$ cat src/hdl/tcrs_pkg.sv
// Shared types, widths and constant tables for the traffic count road selector.
// No dependencies; every other file in hdl/ refers to this package by scope.
`default_nettype none

package tcrs_pkg;

    localparam int SENSOR_COUNT     = 8;
    localparam int CHANNEL_BITS     = $clog2(SENSOR_COUNT);
    localparam int SAMPLE_BITS      = 10;
    localparam int THRESH_BITS      = 10;
    localparam int COUNTER_BITS     = 16;
    localparam int BALANCE_BITS     = 16;
    localparam int ROAD_COUNT       = 4;
    localparam int ROAD_BITS        = $clog2(ROAD_COUNT);
    localparam int LAMP_BITS        = 8;
    localparam int CFG_INDEX_BITS   = 4;
    localparam int CFG_DATA_BITS    = THRESH_BITS;
    localparam int QUEUE_DEPTH      = 2;
    localparam int QUEUE_PTR_BITS   = $clog2(QUEUE_DEPTH);
    localparam int QUEUE_COUNT_BITS = $clog2(QUEUE_DEPTH + 1);

    typedef logic [CHANNEL_BITS-1:0]       channel_t;
    typedef logic [SAMPLE_BITS-1:0]        sample_t;
    typedef logic [THRESH_BITS-1:0]        thresh_t;
    typedef logic [COUNTER_BITS-1:0]       counter_t;
    typedef logic signed [BALANCE_BITS-1:0] balance_t;
    typedef logic [ROAD_BITS-1:0]          road_t;
    typedef logic [LAMP_BITS-1:0]          lamp_t;
    typedef logic [CFG_INDEX_BITS-1:0]     cfg_index_t;
    typedef logic [CFG_DATA_BITS-1:0]      cfg_data_t;

    typedef enum logic [1:0] {
        ACT_NONE,
        ACT_ARRIVE,
        ACT_DEPART
    } action_t;

    typedef struct packed {
        channel_t channel;
        action_t  action;
    } entry_t;

    localparam road_t ROAD_ONE   = 2'd0;
    localparam road_t ROAD_TWO   = 2'd1;
    localparam road_t ROAD_THREE = 2'd2;
    localparam road_t ROAD_FOUR  = 2'd3;

    function automatic thresh_t thresh_reset(input channel_t ch);
        thresh_t th;
        unique case (ch)
            3'd0:    th = 10'd400;
            3'd1:    th = 10'd613;
            3'd2:    th = 10'd480;
            3'd3:    th = 10'd562;
            3'd4:    th = 10'd572;
            3'd5:    th = 10'd204;
            3'd6:    th = 10'd523;
            default: th = 10'd163;
        endcase
        return th;
    endfunction

    function automatic lamp_t lamp_for(input road_t road);
        lamp_t lamp;
        unique case (road)
            ROAD_ONE:   lamp = 8'b10101001;
            ROAD_TWO:   lamp = 8'b10100110;
            ROAD_THREE: lamp = 8'b10011010;
            default:    lamp = 8'b01101010;
        endcase
        return lamp;
    endfunction

    function automatic channel_t pair_plus(input road_t road);
        channel_t ch;
        unique case (road)
            ROAD_ONE:   ch = 3'd6;
            ROAD_TWO:   ch = 3'd2;
            ROAD_THREE: ch = 3'd7;
            default:    ch = 3'd1;
        endcase
        return ch;
    endfunction

    function automatic channel_t pair_minus(input road_t road);
        channel_t ch;
        unique case (road)
            ROAD_ONE:   ch = 3'd0;
            ROAD_TWO:   ch = 3'd3;
            ROAD_THREE: ch = 3'd5;
            default:    ch = 3'd4;
        endcase
        return ch;
    endfunction

endpackage

`default_nettype wire

$ cat src/hdl/tcrs_front.sv
// Front end: threshold registers and sample classification.
// Depends on tcrs_pkg.
`default_nettype none

module tcrs_front (
    input  wire logic               clk,
    input  wire logic               rst_n,
    input  wire logic               cfg_we,
    input  wire tcrs_pkg::cfg_index_t cfg_index,
    input  wire tcrs_pkg::cfg_data_t  cfg_data,
    input  wire tcrs_pkg::channel_t   sensor_channel,
    input  wire tcrs_pkg::sample_t    sensor_sample,
    output tcrs_pkg::entry_t          entry
);

    tcrs_pkg::thresh_t thresh_reg [tcrs_pkg::SENSOR_COUNT];
    tcrs_pkg::thresh_t thresh_sel;

    always_ff @(posedge clk or negedge rst_n)
    begin
        if (!rst_n)
        begin
            for (int i = 0; i < tcrs_pkg::SENSOR_COUNT; i++)
            begin
                thresh_reg[i] <= tcrs_pkg::thresh_reset(tcrs_pkg::channel_t'(i));
            end
        end
        else if (cfg_we && (cfg_index < tcrs_pkg::cfg_index_t'(tcrs_pkg::SENSOR_COUNT)))
        begin
            thresh_reg[cfg_index[tcrs_pkg::CHANNEL_BITS-1:0]] <=
                cfg_data[tcrs_pkg::THRESH_BITS-1:0];
        end
    end

    assign thresh_sel = thresh_reg[sensor_channel];

    always_comb
    begin
        entry.channel = sensor_channel;
        priority if (sensor_sample < thresh_sel)
        begin
            entry.action = tcrs_pkg::ACT_ARRIVE;
        end
        else if (sensor_sample > thresh_sel)
        begin
            entry.action = tcrs_pkg::ACT_DEPART;
        end
        else
        begin
            entry.action = tcrs_pkg::ACT_NONE;
        end
    end

endmodule

`default_nettype wire

$ cat src/hdl/tcrs_queue.sv
// Short FIFO of classified beats between the front end and the back end.
// Depends on tcrs_pkg.
`default_nettype none

module tcrs_queue (
    input  wire logic             clk,
    input  wire logic             rst_n,
    input  wire logic             push_valid,
    output logic                  push_ready,
    input  wire tcrs_pkg::entry_t push_entry,
    output logic                  pop_valid,
    input  wire logic             pop_ready,
    output tcrs_pkg::entry_t      pop_entry
);

    tcrs_pkg::entry_t entry_reg [tcrs_pkg::QUEUE_DEPTH];
    logic [tcrs_pkg::QUEUE_PTR_BITS-1:0]   wr_ptr_reg;
    logic [tcrs_pkg::QUEUE_PTR_BITS-1:0]   rd_ptr_reg;
    logic [tcrs_pkg::QUEUE_COUNT_BITS-1:0] count_reg;
    logic [tcrs_pkg::QUEUE_COUNT_BITS-1:0] count_next;
    logic push;
    logic pop;

    assign push_ready = count_reg != tcrs_pkg::QUEUE_COUNT_BITS'(tcrs_pkg::QUEUE_DEPTH);
    assign pop_valid  = count_reg != '0;
    assign push       = push_valid && push_ready;
    assign pop        = pop_valid && pop_ready;
    assign pop_entry  = entry_reg[rd_ptr_reg];

    always_comb
    begin
        count_next = count_reg;
        if (push && !pop)
        begin
            count_next = count_reg + 1'b1;
        end
        else if (pop && !push)
        begin
            count_next = count_reg - 1'b1;
        end
    end

    always_ff @(posedge clk)
    begin
        if (push)
        begin
            entry_reg[wr_ptr_reg] <= push_entry;
        end
    end

    always_ff @(posedge clk or negedge rst_n)
    begin
        if (!rst_n)
        begin
            wr_ptr_reg <= '0;
            rd_ptr_reg <= '0;
            count_reg  <= '0;
        end
        else
        begin
            count_reg <= count_next;
            if (push)
            begin
                wr_ptr_reg <= wr_ptr_reg + 1'b1;
            end
            if (pop)
            begin
                rd_ptr_reg <= rd_ptr_reg + 1'b1;
            end
        end
    end

`ifndef ASSERT_OFF
    a_count_bound: assert property (@(posedge clk) disable iff (!rst_n)
        count_reg <= tcrs_pkg::QUEUE_COUNT_BITS'(tcrs_pkg::QUEUE_DEPTH))
        else $error("queue count beyond depth");

    a_push_grows: assert property (@(posedge clk) disable iff (!rst_n)
        (push && !pop) |=> (count_reg == $past(count_reg) + 1'b1))
        else $error("push without pop did not grow the queue");
`endif

endmodule

`default_nettype wire

$ cat src/hdl/tcrs_back.sv
// Back end: presence flags, pass counters, road balances and road selection.
// Depends on tcrs_pkg; fed from tcrs_queue.
`default_nettype none

module tcrs_back (
    input  wire logic             clk,
    input  wire logic             rst_n,
    input  wire logic             pop_valid,
    output logic                  pop_ready,
    input  wire tcrs_pkg::entry_t pop_entry,
    output logic                  result_valid,
    input  wire logic             result_ready,
    output tcrs_pkg::road_t       chosen_road,
    output tcrs_pkg::lamp_t       lamp_pattern,
    output tcrs_pkg::balance_t    road_one_balance,
    output tcrs_pkg::balance_t    road_two_balance,
    output tcrs_pkg::balance_t    road_three_balance,
    output tcrs_pkg::balance_t    road_four_balance
);

    logic [tcrs_pkg::SENSOR_COUNT-1:0] flag_reg;
    tcrs_pkg::counter_t counter_reg [tcrs_pkg::SENSOR_COUNT];
    tcrs_pkg::balance_t balance_reg [tcrs_pkg::ROAD_COUNT];
    logic pending_reg;
    logic pending_next;
    logic out_valid_reg;
    logic out_valid_next;
    logic capture;
    logic take;
    tcrs_pkg::road_t best_low;
    tcrs_pkg::road_t best_high;
    tcrs_pkg::road_t best_road;

    assign capture   = pending_reg && (!out_valid_reg || result_ready);
    assign pop_ready = !pending_reg || capture;
    assign take      = pop_valid && pop_ready;

    always_comb
    begin
        pending_next = pending_reg;
        if (take)
        begin
            pending_next = 1'b1;
        end
        else if (capture)
        begin
            pending_next = 1'b0;
        end
    end

    always_comb
    begin
        out_valid_next = out_valid_reg;
        if (capture)
        begin
            out_valid_next = 1'b1;
        end
        else if (result_ready)
        begin
            out_valid_next = 1'b0;
        end
    end

    // update per-channel state from the popped beat
    always_ff @(posedge clk or negedge rst_n)
    begin
        if (!rst_n)
        begin
            flag_reg <= '0;
            for (int i = 0; i < tcrs_pkg::SENSOR_COUNT; i++)
            begin
                counter_reg[i] <= '0;
            end
        end
        else if (take)
        begin
            unique case (pop_entry.action)
                tcrs_pkg::ACT_ARRIVE:
                begin
                    if (!flag_reg[pop_entry.channel])
                    begin
                        flag_reg[pop_entry.channel]    <= 1'b1;
                        counter_reg[pop_entry.channel] <=
                            counter_reg[pop_entry.channel] + 1'b1;
                    end
                end
                tcrs_pkg::ACT_DEPART:
                begin
                    flag_reg[pop_entry.channel] <= 1'b0;
                end
                default:
                begin
                end
            endcase
        end
    end

    always_ff @(posedge clk or negedge rst_n)
    begin
        if (!rst_n)
        begin
            pending_reg   <= 1'b0;
            out_valid_reg <= 1'b0;
        end
        else
        begin
            pending_reg   <= pending_next;
            out_valid_reg <= out_valid_next;
        end
    end

    // capture balances from counters that reflect the pending beat
    always_ff @(posedge clk)
    begin
        if (capture)
        begin
            for (int r = 0; r < tcrs_pkg::ROAD_COUNT; r++)
            begin
                balance_reg[r] <= tcrs_pkg::balance_t'(
                    counter_reg[tcrs_pkg::pair_plus(tcrs_pkg::road_t'(r))] -
                    counter_reg[tcrs_pkg::pair_minus(tcrs_pkg::road_t'(r))]);
            end
        end
    end

    // first greatest wins: lower road keeps ties at each level
    always_comb
    begin
        best_low  = (balance_reg[1] > balance_reg[0]) ? tcrs_pkg::ROAD_TWO
                                                      : tcrs_pkg::ROAD_ONE;
        best_high = (balance_reg[3] > balance_reg[2]) ? tcrs_pkg::ROAD_FOUR
                                                      : tcrs_pkg::ROAD_THREE;
        best_road = (balance_reg[best_high] > balance_reg[best_low]) ? best_high
                                                                     : best_low;
    end

    assign result_valid       = out_valid_reg;
    assign chosen_road        = best_road;
    assign lamp_pattern       = tcrs_pkg::lamp_for(best_road);
    assign road_one_balance   = balance_reg[0];
    assign road_two_balance   = balance_reg[1];
    assign road_three_balance = balance_reg[2];
    assign road_four_balance  = balance_reg[3];

`ifndef ASSERT_OFF
    a_depart_clears: assert property (@(posedge clk) disable iff (!rst_n)
        (take && (pop_entry.action == tcrs_pkg::ACT_DEPART))
        |=> !flag_reg[$past(pop_entry.channel)])
        else $error("departure left the presence flag set");

    a_arrive_counts: assert property (@(posedge clk) disable iff (!rst_n)
        (take && (pop_entry.action == tcrs_pkg::ACT_ARRIVE) && !flag_reg[pop_entry.channel])
        |=> (counter_reg[$past(pop_entry.channel)] ==
             tcrs_pkg::counter_t'($past(counter_reg[pop_entry.channel]) + 1'b1)))
        else $error("new arrival did not count one pass");

    a_best_is_max: assert property (@(posedge clk) disable iff (!rst_n)
        out_valid_reg |-> ((balance_reg[best_road] >= balance_reg[0]) &&
                           (balance_reg[best_road] >= balance_reg[1]) &&
                           (balance_reg[best_road] >= balance_reg[2]) &&
                           (balance_reg[best_road] >= balance_reg[3])))
        else $error("chosen road does not hold the greatest balance");
`endif

endmodule

`default_nettype wire

$ cat src/hdl/traffic_count_road_selector.sv
// Top level of the traffic count road selector: front end, queue and back end.
// A beat passes the queue, the counter update on pop, then the balance capture.
// Throughput: one sample beat per cycle unless result_ready stalls the back end.
// The two-entry queue lets the front keep taking beats while a result waits.
// Reset clears presence flags, pass counters and the queue, and loads default thresholds.
// Depends on tcrs_pkg, tcrs_front, tcrs_queue and tcrs_back.
`default_nettype none

module traffic_count_road_selector (
    input  wire logic                 clk,
    input  wire logic                 rst_n,
    input  wire logic                 cfg_we,
    input  wire tcrs_pkg::cfg_index_t cfg_index,
    input  wire tcrs_pkg::cfg_data_t  cfg_data,
    input  wire logic                 sensor_valid,
    output logic                      sensor_ready,
    input  wire tcrs_pkg::channel_t   sensor_channel,
    input  wire tcrs_pkg::sample_t    sensor_sample,
    output logic                      result_valid,
    input  wire logic                 result_ready,
    output tcrs_pkg::road_t           chosen_road,
    output tcrs_pkg::lamp_t           lamp_pattern,
    output tcrs_pkg::balance_t        road_one_balance,
    output tcrs_pkg::balance_t        road_two_balance,
    output tcrs_pkg::balance_t        road_three_balance,
    output tcrs_pkg::balance_t        road_four_balance
);

    tcrs_pkg::entry_t push_entry;
    tcrs_pkg::entry_t pop_entry;
    logic             pop_valid;
    logic             pop_ready;

    tcrs_front u_front (
        .clk            (clk),
        .rst_n          (rst_n),
        .cfg_we         (cfg_we),
        .cfg_index      (cfg_index),
        .cfg_data       (cfg_data),
        .sensor_channel (sensor_channel),
        .sensor_sample  (sensor_sample),
        .entry          (push_entry)
    );

    tcrs_queue u_queue (
        .clk        (clk),
        .rst_n      (rst_n),
        .push_valid (sensor_valid),
        .push_ready (sensor_ready),
        .push_entry (push_entry),
        .pop_valid  (pop_valid),
        .pop_ready  (pop_ready),
        .pop_entry  (pop_entry)
    );

    tcrs_back u_back (
        .clk                (clk),
        .rst_n              (rst_n),
        .pop_valid          (pop_valid),
        .pop_ready          (pop_ready),
        .pop_entry          (pop_entry),
        .result_valid       (result_valid),
        .result_ready       (result_ready),
        .chosen_road        (chosen_road),
        .lamp_pattern       (lamp_pattern),
        .road_one_balance   (road_one_balance),
        .road_two_balance   (road_two_balance),
        .road_three_balance (road_three_balance),
        .road_four_balance  (road_four_balance)
    );

endmodule

`default_nettype wire

$ cat config.mk
export PLATFORM = sky130hd
export DESIGN_NAME = traffic_count_road_selector
export DESIGN_NICKNAME = d
export VERILOG_FILES = /design/src/hdl/tcrs_pkg.sv /design/src/hdl/tcrs_front.sv /design/src/hdl/tcrs_queue.sv /design/src/hdl/tcrs_back.sv /design/src/hdl/traffic_count_road_selector.sv
export SDC_FILE = /design/constraint.sdc
export NUM_CORES = 1
export LEC_CHECK = 0
export ABC_AREA = 1
export BUFFER_PORTS_ARGS = -buffer_cell sky130_fd_sc_hd__buf_2
export CORE_MARGIN = 3
export CORE_UTILIZATION = 30
export DETAILED_ROUTE_END_ITERATION = 10
export PLACE_DENSITY = 0.43
export SLEW_MARGIN = 20
export SYNTH_ARGS = -nofsm -noshare
export SYNTH_HDL_FRONTEND = slang
export SYNTH_SLANG_ARGS = --single-unit
$ cat constraint.sdc
create_clock -name clk -period 5.7 [get_ports clk]
set_input_delay 0.285 -clock clk [delete_from_list [all_inputs] [get_ports clk]]
set_output_delay 0.285 -clock clk [all_outputs]
set_load 0.01 [all_outputs]
* Word-level counts from Yosys, hierarchy flattened *
Memories as Yosys holds them, arrays and structs flattened.
Cells that the tools add are included.

word-level totals
  memories kept = 2
  bits of input ports = 32
  register bits after elaboration = 222
  output and inout bits = 76
  bits in writable memories = 74
  logic and storage cells = 164

cells by class
  add/sub/neg operators = 9
  bitwise logic cells = 15
  reductions and logical operators = 23
  order comparisons = 21
  equality and inequality tests = 6
  multiplexer cells = 66

memories
  memory              depth  width  rd ports  clocked after memory_dff  wr ports  line              text
  u_back.balance_reg  4      16     6         0                         4         tcrs_back.sv:23   tcrs_pkg::balance_t balance_reg [tcrs_pkg::ROAD_COUNT];
  u_queue.entry_reg   2      5      1         0                         1         tcrs_queue.sv:16  tcrs_pkg::entry_t entry_reg [tcrs_pkg::QUEUE_DEPTH];

operators with widths
  operator               number
  $bmux 16 s3            9
  $mux 16                19
  $bwmux 128             1
  $bwmux 80              1
  $sub 16x16->16         4
  $demux 16 s3           1
  $gt 16x16->1           3
  $ge 4x4->1 const B     11
  $not 3->4              11
  $bmux 10 s3            1
  $demux 10 s3           1
  $mux 10                3
  $mux 3                 8
  $pmux 8 s3             1
  $add 16x1->16 const B  1
  $pmux 8 s2             1
  $mux 1                 12
  $gt 10x10->1           1
  $lt 10x10->1           1
  $mux 2                 5
  $reduce_bool 2->1      5
  $logic_and 1x1->1      9
  $and 8x8->8            1
  $lt 4x1->1 const B     2
  other kinds (19)       28

* Logic depth before layout (Yosys ltp) *
Gate-level depths: netlist (run 1).

  word-level depth = 9
  mapped depth = 24
  mapped depth without buffers = 24

* Hierarchy *
Synthesis (run 1) repeated with hierarchy kept, for this count alone.

second synthesis, totals
  cells, all modules = 2358
  area, all modules = 18243.7 sq um

by module, submodules not included
  module      seq. area each (sq um)  instances  cells each  area an instance (sq um)
  tcrs_back   5375.2                  1          1817        13584.3
  tcrs_front  2043.2                  1          487         4057.6
  tcrs_queue  400.4                   1          54          601.8

* Least setup slack after synthesis (run 1) *
No wires, ideal clock.

  path type = register to register
  from = register u_back.out_valid_reg (netlist: u_back.result_valid)
  to = memory u_back.balance_reg[0][0] (netlist bit) (enable)
  buffers on the path = 0
  required time = 5.193 ns
  setup time = 0.507 ns
  clock period less this slack = 4.087 ns
  arrival time = 3.580 ns
  path slack = 1.613 ns
  cell stages (with the launch flop) = 2
  cell sequence = dfrtp_1 -> a21oi_1

RTL lines
  item                    line              text
  from (decl)             tcrs_back.sv:26   logic out_valid_reg;
  from (signal assigned)  tcrs_back.sv:108  out_valid_reg <= out_valid_next;
  to (decl)               tcrs_back.sv:23

==> key figures, run 1 <==
Detailed routing
  – WL final: slightly below 60 mm
  – Initial DRC count: ~960
  – Vias: around 15000
  – Post-route ant nets: 0
  – Per-cell routed wire length: between 15 and 20 um
  – Drt first pass iters: 5
  – Drt via density: 4.85
  – Remaining routing DRC violations: 0

STA
  – Worst-margin pin slew: between 900 and 1000 ps
  – Final slew viol count: 0
  – Post-layout worst setup margin: ~560 ps
  – Period utilisation layout: 0.902
  – Fin Clk Skew: ~27 ps
  – Setup TNS: 0 ps
  – Rel. slew slack: 0.346
  – Fmax: 0.194 GHz
  – Setup violations, final: 0
  – Unrepaired setup endpoints after global routing: no
  – Minimum clock period: ~5000 ps
  – Endpoints failing hold: 0

Finish
  – Fraction of layout cells with a size suffix above 1: 0.122
  – Commonest non-fill, non-tap cell in the layout: nand2_1
  – Reg area: between 7000 and 8000 sq um
  – Max reg flops: 128
  – Fill count: ~6400
  – Area of the multi-input gates: around 9000 sq um
  – Fin nets: roughly 2500
  – Area grow syn2layout: 13.6%
  – Most frequent cells in the layout: nand2_1 (760), inv_1 (224), o21ai_0 (196)
  – N_diodes: 0

Clock network
  – CTS tree: done
  – # Post-CTS Setup Buffers: 0
  – Clock-pin slew of the registers on the worst-case setup and hold paths: approximately 60 ps
  – CTS Buf Count: 39
  – CTS root buffer: clkbuf_16
  – Clock Latency Late Sink: between 500 and 600 ps
  – Max Root-Sink Buffers: 3
  – H-tree depth: 2
  – CTS Sinks: between 200 and 300

Worst setup path
  – Worst-path cell chain: ha_1 > nand2_1 > inv_1 > nand3_1 > nor3_1 > o21ai_0 > a21o_1 > nand3_1 > clkinvlp_4 > o21ai_0 > ha_1 > a21oi_1 > nor2_1 > o31ai_1 > nand2_1 > nand2_1 > inv_1 > nor2_1 > nand2_1 > nand2_1 > buf_2
  – Critical Path AT: a little under 5000 ps
  – Critical path required time: 5410 ps
  – Startpoint class of the critical path: flop
  – Critical Path Max Stage Delay: around 650 ps
  – CP dominant cell by count: nand2_1
  – Crit Path Max Fanout: 34
  – CP Capture Type: output port
  – WS Path Type: flop to output port
  – Worst r2r path cells: 13
  – CP max-delay cell: o21ai_0

Power and ir drop
  – Clk network pwr share: 0.196
  – Switch Pwr: between 5 and 6 mW
  – P per Cell Area: 593 nW/um^2
  – Final Power: roughly 12 mW
  – Seq pwr share: 0.281
  – Peak VDD IR: about 0.27 mV
  – Design internal power: approximately 6.5 mW
  – Pleak: 10.0 nW
  – Switching portion of total power: 0.465
  – Logic pwr share: 0.524

Synth
  – Yosys warning count: 0
  – Seq/Total Area, Yosys: 0.430
  – Largest area contributor in the netlist: dfrtp_1
  – Dominant cells by area after synthesis: dfrtp_1 (26%), nand2_1 (16%), edfxtp_1 (12%)
  – Async SR Flop Fraction: 0.750
  – Post-synth EDFFs: 74
  – Distinct cell type count after synthesis: 56
  – Syn Area/Cell: approximately 8.0 sq um
  – Post-Syn Nets: 2432
  – Gate Count Post-Synth: around 2300
  – Prevailing post-synth register cell: dfrtp_1
  – Share of the synthesized area in the top cell type: 0.260
  – Yosys reg bits: 296
  – Cell Area, Synth: between 15000 and 20000 sq um

GRT
  – Overflow after GRT: 0
  – Met2 usage in global routing: 0.312
  – Largest net degree at the start of global routing: approximately 140
  – Initial antenna violation count: 0
  – Met3 GRT Util: 0.0265
  – First-pass GRT wire length: around 90 mm
  – All-Layer GR Usage: 0.187
  – Met1 usage: 0.252
  – Number of global-route vias before repair: roughly 15000
  – Global routing's busiest layer: met2

Worst hold path
  – Worst Hold Path Cells: 5
  – HP Class: primary input to flop

Floorplan
  – Top-Level Pins: ~110
  – Initial Utilization: 0.306
  – Die Ht: around 250 um
  – Die area: roughly 64000 sq um
  – Row count: 89
  – Core Footprint: 59500 sq um
  – Die W: between 200 and 300 um

Placed design
  – Routability cong.: 0.888
  – IO Port Bufs: about 110
  – DP HPWL: ~43 mm
  – Post-place setup slack: roughly 910 ps

Run status
  – Status: completed

Job
  – Max Cap Violations: 0
## kinds of logic (layout without fill, tap and decap cells)
logic type	Yosys count	after routing	synth area share
xor+xnor	63	63	0.0326
flops	296	296	0.430
compound gates	403	403	0.122
mux	1	1	0.000551
fa+ha+maj	124	124	0.0870
buf+inv	324	438	0.0789
simple gates	1065	1065	0.249
## per-layer routing
| layer | vias up | wire length, um |
|---|---|---|
| met5 | - | 0 |
| met4 | 0 | 1830 |
| met3 | 90 | 2550 |
| met2 | 350 | 27700 |
| met1 | 7283 | 27000 |
| li1 | 7618 | - |
## power by group through the flow
stage          Combinational, mW  Clock, mW  Sequential, mW
5_1_grt                     7.27       2.56            3.51
6_report                    6.41       2.40            3.43
3_3_place_gp                6.45          0            3.45
2_1_floorplan               4.13          0            3.49
3_5_place_dp                6.49          0            3.47
4_1_cts                     6.52       2.48            3.44
## through the flow
step	std cells	util	hold slack [ps]	cell area (sq um)
2_1_floorplan	2276	-	-10.6	18200
3_3_place_gp	3080	0.324	363	19300
3_5_place_dp	3080	0.324	359	19300
4_1_cts	3163	0.347	90.6	20600
5_1_grt	3163	0.347	151	20700
6_report	3163	0.347	126	20700
## cell type report
class                      instances  share of cell area
multi-input combinational       1656               0.434
inverter                         239              0.0440
sequential                       296               0.379
timing repair buffer             128              0.0361
tap                              773              0.0468
clock buffer                      53              0.0527
clock inverter                    18             0.00800
## worst paths after layout
check                                               startpoint                            endpoint  slack, ps
setup / recovery           u_back.balance_reg[3][15]$_DFFE_PP_                      chosen_road[0]        560
hold / removal                                    sensor_valid      u_queue.wr_ptr_reg$_DFFE_PN0P_        130
setup reg to reg                u_queue.rd_ptr_reg$_DFFE_PN0P_  u_back.counter_reg[68]$_DFFE_PN0P_       1800
hold reg to reg                                           flop                                flop        470
max in group asynchronous                                rst_n  u_back.counter_reg[18]$_DFFE_PN0P_       4140
min in group asynchronous                                rst_n  u_back.counter_reg[90]$_DFFE_PN0P_        320
## critical path: cells and delay by family, from the launching register on
kind,cells,cell delay [ps]
buf+inv,4,650
flops,1,440
fa+ha+maj,2,730
simple gates,10,1010
compound gates,5,1460
## cell usage after synthesis (2+ instances only)
master	n
o21ai_0	196
a21o_1	3
dfstp_2	33
nor2_2	5
xnor2_1	23
fa_1	4
inv_2	13
o31ai_1	6
nand4_2	2
nand3_1	126
buf_2	13
nand2_4	6
nand2_1	760
nand4_1	15
o211ai_1	12
xnor2_2	2
o32ai_1	10
xor2_1	36
o21ai_2	5
buf_6	19
a211oi_1	6
edfxtp_1	74
buf_4	14
a22oi_1	2
nand3b_1	5
nor3_1	12
nand3_2	4
nand2_8	2
a21boi_0	2
a21oi_1	101
o21bai_1	6
buf_1	3
nor2_4	13
ha_1	120
nand2_2	20
inv_1	225
clkbuf_1	36
nor2_1	92
o21ai_1	42
a31oi_1	4
dfrtp_1	189
## what timing repair did
item,CTS,global route
endpoints found under the hold margin,108,0
resized for setup,0,2
setup endpoints to repair,0,4
hold buffers,12,0
No activity file was read; power rests on OpenSTA's default activity.
==> run 2, diff against run 1 <==
--- a/config.mk
+++ b/config.mk
@@ -7,7 +7,7 @@
 export LEC_CHECK = 0
 export ABC_AREA = 1
 export BUFFER_PORTS_ARGS = -buffer_cell sky130_fd_sc_hd__buf_2
-export CORE_MARGIN = 3
+export CORE_MARGIN = 8
 export CORE_UTILIZATION = 30
 export DETAILED_ROUTE_END_ITERATION = 10
 export PLACE_DENSITY = 0.43
==> run 2 against run 1 <==
Compared with the run above: global-route usage fell by 1.4 points; via count rose by 0.37%; die area rose by 8.1%; hold slack got worse by 5.8 ps; first-iteration DRC count rose by 20%; design area rose by 0.19%; utilization fell by 0.32 points; critical path type unchanged; critical endpoint unchanged.
==> key figures, run 2 (synthesis results as in run 1) <==
Detailed routing
  – WL final: 59.8 mm
  – Drt first pass iters: 7
  – Initial DRC count: around 1200
  – Remaining routing DRC violations: 0
  – Post-route ant nets: 0
  – Vias: roughly 15000
  – Drt via density: slightly below 5
  – Per-cell routed wire length: roughly 19 um

STA
  – Minimum clock period: ~5100 ps
  – Setup TNS: 0 ps
  – Post-layout worst setup margin: between 500 and 600 ps
  – Setup violations, final: 0
  – Hold WS: between 100 and 150 ps
  – Fmax: just under 0.2 GHz
  – Worst-margin pin slew: approximately 1000 ps
  – Final slew viol count: 0
  – Fin Clk Skew: 19.4 ps
  – Unrepaired setup endpoints after global routing: no
  – Period utilisation layout: 0.900
  – Rel. slew slack: 0.322
  – Endpoints failing hold: 0

Placed design
  – Routability cong.: 0.841
  – IO Port Bufs: approximately 110
  – DP HPWL: 43.5 mm
  – Post-place setup slack: 1070 ps
  – # placed instances: about 3000

Clock network
  – CTS Buf Count: 39
  – CTS tree: done
  – CTS root buffer: clkbuf_16
  – Max Root-Sink Buffers: 3
  – Clock-pin slew of the registers on the worst-case setup and hold paths: about 50 ps
  – Resize count post-CTS: 0
  – # Post-CTS Setup Buffers: 0
  – Clock Latency Late Sink: between 500 and 600 ps
  – CTS Sinks: approximately 300
  – H-tree depth: 2

Worst setup path
  – CP Capture Type: output port
  – Worst-path cell chain: ha_1 > nand2_1 > inv_1 > nand3_1 > nor3_1 > o21ai_0 > nand3_1 > nand3_1 > inv_1 > o21ai_0 > ha_1 > a21oi_1 > a21oi_1 > o31ai_1 > nand2_1 > nand2_1 > inv_1 > nor2_1 > nand2_1 > nand2_1 > buf_2
  – CP max-delay cell: inv_1
  – Critical Path AT: 4850 ps
  – Critical path required time: between 5000 and 6000 ps
  – Startpoint class of the critical path: flop
  – CP dominant cell by count: nand2_1
  – Critical Path Max Stage Delay: between 600 and 700 ps
  – Crit Path Max Fanout: 34
  – WS Path Type: flop to output port

Floorplan
  – Initial Utilization: 0.302
  – Die area: 68700 sq um
  – Core Footprint: between 60000 and 70000 sq um
  – Row count: 90
  – Die Ht: around 260 um
  – Top-Level Pins: between 100 and 150
  – Die W: roughly 260 um

Power and ir drop
  – Peak VDD IR: ~0.25 mV
  – P per Cell Area: 595 nW/um^2
  – Pleak: ~10 nW

GRT
  – All-Layer GR Usage: 0.173
  – Initial antenna violation count: 1
  – Number of global-route vias before repair: 15100
  – Largest net degree at the start of global routing: 157
  – First-pass GRT wire length: 91.3 mm
  – Overflow after GRT: 0

Finish
  – Non-Filler Instances: 3172
  – Fin nets: 2515
  – Max reg flops: ~130
  – Fraction of layout cells with a size suffix above 1: 0.123
  – Area grow syn2layout: 13.8%
  – Commonest non-fill, non-tap cell in the layout: nand2_1
  – N_diodes: 0
  – Most frequent cells in the layout: nand2_1 (760), inv_1 (225), o21ai_0 (196)

Run status
  – Status: completed

Job
  – Max Cap Violations: 0

Worst hold path
  – HP Class: primary input to flop
run 2: critical path: cells and delay by family, from the launching register on:
kind / cells / cell delay (ps)
compound gates: 5 / 1200
fa+ha+maj: 2 / 730
buf+inv: 4 / 890
simple gates: 10 / 1050
flops: 1 / 410
run 2: power by group:
| part | total, mW | switching [mW] | internal [mW] |
|---|---|---|---|
| clock | 2.50 | 0.978 | 1.52 |
| combinational | 6.39 | 4.32 | 2.07 |
| sequential | 3.42 | 0.366 | 3.06 |
| total | 12.3 | 5.66 | 6.65 |
run 2: per-layer routing:
| metal | wire length [um] | track usage | vias up |
|---|---|---|---|
| met2 | 28700 | 0.299 | 399 |
| met4 | 1550 | 0.0505 | 0 |
| met5 | 0 | 0 | - |
| met1 | 26400 | 0.223 | 7295 |
| met3 | 3080 | 0.0254 | 76 |
| li1 | - | - | 7628 |
run 2: final timing paths:
check / start / depth (start not counted) / slack [ps] / to
min reg2reg: flop / 2 / 470 / flop
max reg2reg: u_queue.rd_ptr_reg$_DFFE_PN0P_ / 14 / 1710 / u_back.counter_reg[86]$_DFFE_PN0P_
min: sensor_valid / 5 / 120 / u_queue.wr_ptr_reg$_DFFE_PN0P_
max in group asynchronous: rst_n / 3 / 4060 / u_back.counter_reg[54]$_DFFE_PN0P_
min in group asynchronous: rst_n / 2 / 260 / u_front.thresh_reg[28]$_DFFE_PN0P_
max: u_back.balance_reg[3][15]$_DFFE_PP_ / 21 / 570 / chosen_road[0]
run 2: what timing repair did:
| action | in CTS | in global routing |
|---|---|---|
| endpoints found under the hold margin | 78 | 0 |
| hold buffers | 12 | 0 |
| setup endpoints to repair | 0 | 0 |
run 2: area by class of cell:
class	instances	area [sq um]
Fill cell	6359	39400
Inverter	239	905
Timing Repair Buffer	127	738
Clock inverter	17	178
Multi-Input combinational cell	1656	8950
Clock buffer	55	1130
Tap cell	782	978
Sequential cell	296	7820
run 2: metrics by stage:
step / util / power [mW] / cell area, sq um
2_1_floorplan: - / 7.62 / 18200
3_3_place_gp: 0.320 / 9.93 / 19300
3_5_place_dp: 0.320 / 9.98 / 19300
4_1_cts: 0.344 / 12.6 / 20700
5_1_grt: 0.344 / 13.4 / 20700
6_report: 0.344 / 12.3 / 20700
==> run 3, diff against run 2 <==
--- a/config.mk
+++ b/config.mk
@@ -10,6 +10,7 @@
 export CORE_MARGIN = 8
 export CORE_UTILIZATION = 30
 export DETAILED_ROUTE_END_ITERATION = 10
+export MAX_ROUTING_LAYER = met4
 export PLACE_DENSITY = 0.43
 export SLEW_MARGIN = 20
 export SYNTH_ARGS = -nofsm -noshare
==> constraint.sdc (replaced) <==
create_clock -name clk -period 6.05 [get_ports clk]
set_input_delay 0.3025 -clock clk [delete_from_list [all_inputs] [get_ports clk]]
set_output_delay 0.3025 -clock clk [all_outputs]
set_load 0.01 [all_outputs]
==> run 3 against run 2 <==
Compared with the run above: sequential power down 6%; critical path depth down 1; clock power shrank 7%; via count is 0.92% lower; cell count hardly changed; wire length is essentially flat; design area shrank 0.10%; count of clock-buffer cells in the layout is 2 lower; total power fell by 6.3%; combinational power fell by 6.1%.
==> key figures, run 3 (synthesis results as in run 1) <==
Floorplan
  – Initial Utilization: 0.302
  – Die area: 68700 sq um
  – Top-Level Pins: around 110
  – Die Ht: between 200 and 300 um
  – Row count: 90
  – Core Footprint: between 60000 and 70000 sq um
  – Die W: about 260 um

Clock network
  – Clock-pin slew of the registers on the worst-case setup and hold paths: about 60 ps
  – # Post-CTS Setup Buffers: 0
  – CTS Buf Count: 39
  – CTS tree: done
  – CTS Sinks: approximately 300
  – Max Root-Sink Buffers: 3
  – CTS root buffer: clkbuf_16
  – H-tree depth: 2
  – Clock Latency Late Sink: 580 ps

STA
  – Period utilisation layout: 0.876
  – Minimum clock period: between 5000 and 6000 ps
  – Endpoints failing hold: 0
  – Fin Clk Skew: about 31 ps
  – Worst-margin pin slew: 1000 ps
  – Setup TNS: 0 ps
  – Final slew viol count: 0
  – Rel. slew slack: 0.326
  – Unrepaired setup endpoints after global routing: no
  – Post-layout worst setup margin: about 750 ps
  – Setup violations, final: 0
  – Fmax: roughly 0.19 GHz

Detailed routing
  – Initial DRC count: around 980
  – Metal3 WL: a little over 3 mm
  – Uppermost layer routed: met4
  – WL final: ~60 mm
  – Vias: about 15000
  – Drt via density: just under 5
  – Drt first pass iters: 6
  – Wire length on met2: about 28 mm
  – Post-route ant nets: 0
  – Met1 WL: around 27 mm
  – Remaining routing DRC violations: 0
  – Per-cell routed wire length: 18.8 um

Worst setup path
  – Critical Path AT: 5000 ps
  – Crit Path Max Fanout: 34
  – WS Path Type: flop to output port
  – CP Capture Type: output port
  – Startpoint class of the critical path: flop
  – CP dominant cell by count: nand2_1
  – Worst-path cell chain: ha_1 > a21oi_1 > o21a_1 > nor2_1 > o21ai_0 > a21o_1 > nand3_1 > inv_1 > o21ai_0 > ha_1 > a21oi_1 > a21oi_1 > o31ai_1 > nand2_1 > nand2_1 > inv_1 > nor2_1 > nand2_1 > nand2_1 > buf_2
  – Critical path required time: ~5800 ps
  – CP max-delay cell: inv_1
  – Critical Path Max Stage Delay: 690 ps

Worst hold path
  – HP Class: primary input to flop

Placed design
  – Routability cong.: ~0.85
  – IO Port Bufs: around 110
  – DP HPWL: about 43 mm
  – Post-place setup slack: about 1300 ps

Finish
  – Commonest non-fill, non-tap cell in the layout: nand2_1
  – Max reg flops: about 130
  – Fill count: around 6400
  – Core Util, Final: 0.344
  – Fin nets: ~2500
  – Area grow syn2layout: 13.7%
  – Fraction of layout cells with a size suffix above 1: 0.120
  – Most frequent cells in the layout: nand2_1 (760), inv_1 (225), o21ai_0 (196)

GRT
  – Overflow after GRT: 0
  – First-pass GRT wire length: ~91 mm
  – Initial antenna violation count: 2
  – All-Layer GR Usage: 0.178
  – Largest net degree at the start of global routing: ~120
  – Number of global-route vias before repair: 15000

Job
  – Max Cap Violations: 0

Power and ir drop
  – P per Cell Area: 558 nW/um^2
  – Peak VDD IR: 0.269 mV
  – Pleak: ~10 nW

Run status
  – Status: completed
## run 3: cell types whose count changed in the layout (fill, tap and decap cells not counted), moves of 2 or more
cell,before,now
clkbuf_8,9,5
inv_16,0,2
clkinv_1,1,6
clkinv_2,7,5
inv_6,4,0
clkbuf_1,7,9
clkinvlp_4,1,3
## run 3: worst paths after layout
path | cells after the start | slack [ps] | start | endpoint
setup / recovery | 20 | 750 | u_back.balance_reg[3][1]$_DFFE_PP_ | chosen_road[0]
hold / removal | 5 | 140 | sensor_valid | u_queue.wr_ptr_reg$_DFFE_PN0P_
setup reg to reg | 14 | 2100 | u_queue.rd_ptr_reg$_DFFE_PN0P_ | u_back.counter_reg[86]$_DFFE_PN0P_
hold reg to reg | 2 | 470 | flop | flop
max in group asynchronous | 3 | 4530 | rst_n | u_back.counter_reg[113]$_DFFE_PN0P_
min in group asynchronous | 2 | 300 | rst_n | u_front.thresh_reg[16]$_DFFE_PN0P_
## run 3: worst max-delay path: cells and delay by family (launching register included)
family | cells | cell delay, ps
simple gates | 7 | 600
buf+inv | 3 | 860
compound gates | 8 | 1840
flops | 1 | 420
fa+ha+maj | 2 | 700
## run 3: power by group
group	internal [mW]	switching, mW	total (mW)
clock network	1.35	0.964	2.32
logic	1.94	4.06	6.00
registers	2.88	0.344	3.22
## run 3: cell type report
class	count	area (sq um)	area share
diodes	1	2.50	0.000121
clock buffers	53	1080	0.0522
clock inverters	19	200	0.00968
inverters	239	905	0.0438
multi-input cells	1656	8940	0.433
flip-flops and latches	296	7820	0.378
well taps	782	978	0.0473
repair buffers	128	746	0.0361
## run 3: metrics by stage
step,hold slack [ps],total power [mW],instances,cell area [sq um]
after detailed placement,397,9.34,3089,19300
after floorplan,6.91,7.18,2276,18200
final,140,11.5,3174,20700
after global placement,390,9.33,3089,19300
after CTS,99.5,11.7,3173,20700
after global routing,150,12.5,3174,20700
## run 3: timing repair
item                      CTS  global route
hold buffers               12             0
hold endpoints to repair  102             0
gates resized for setup     0             0
## run 3: routing by layer
| metal | vias up | track usage |
|---|---|---|
| li1 | 7611 | - |
| met1 | 7192 | 0.224 |
| met2 | 353 | 0.289 |
| met3 | 100 | 0.0311 |
| met4 | 0 | 0.0571 |
| met5 | - | - |
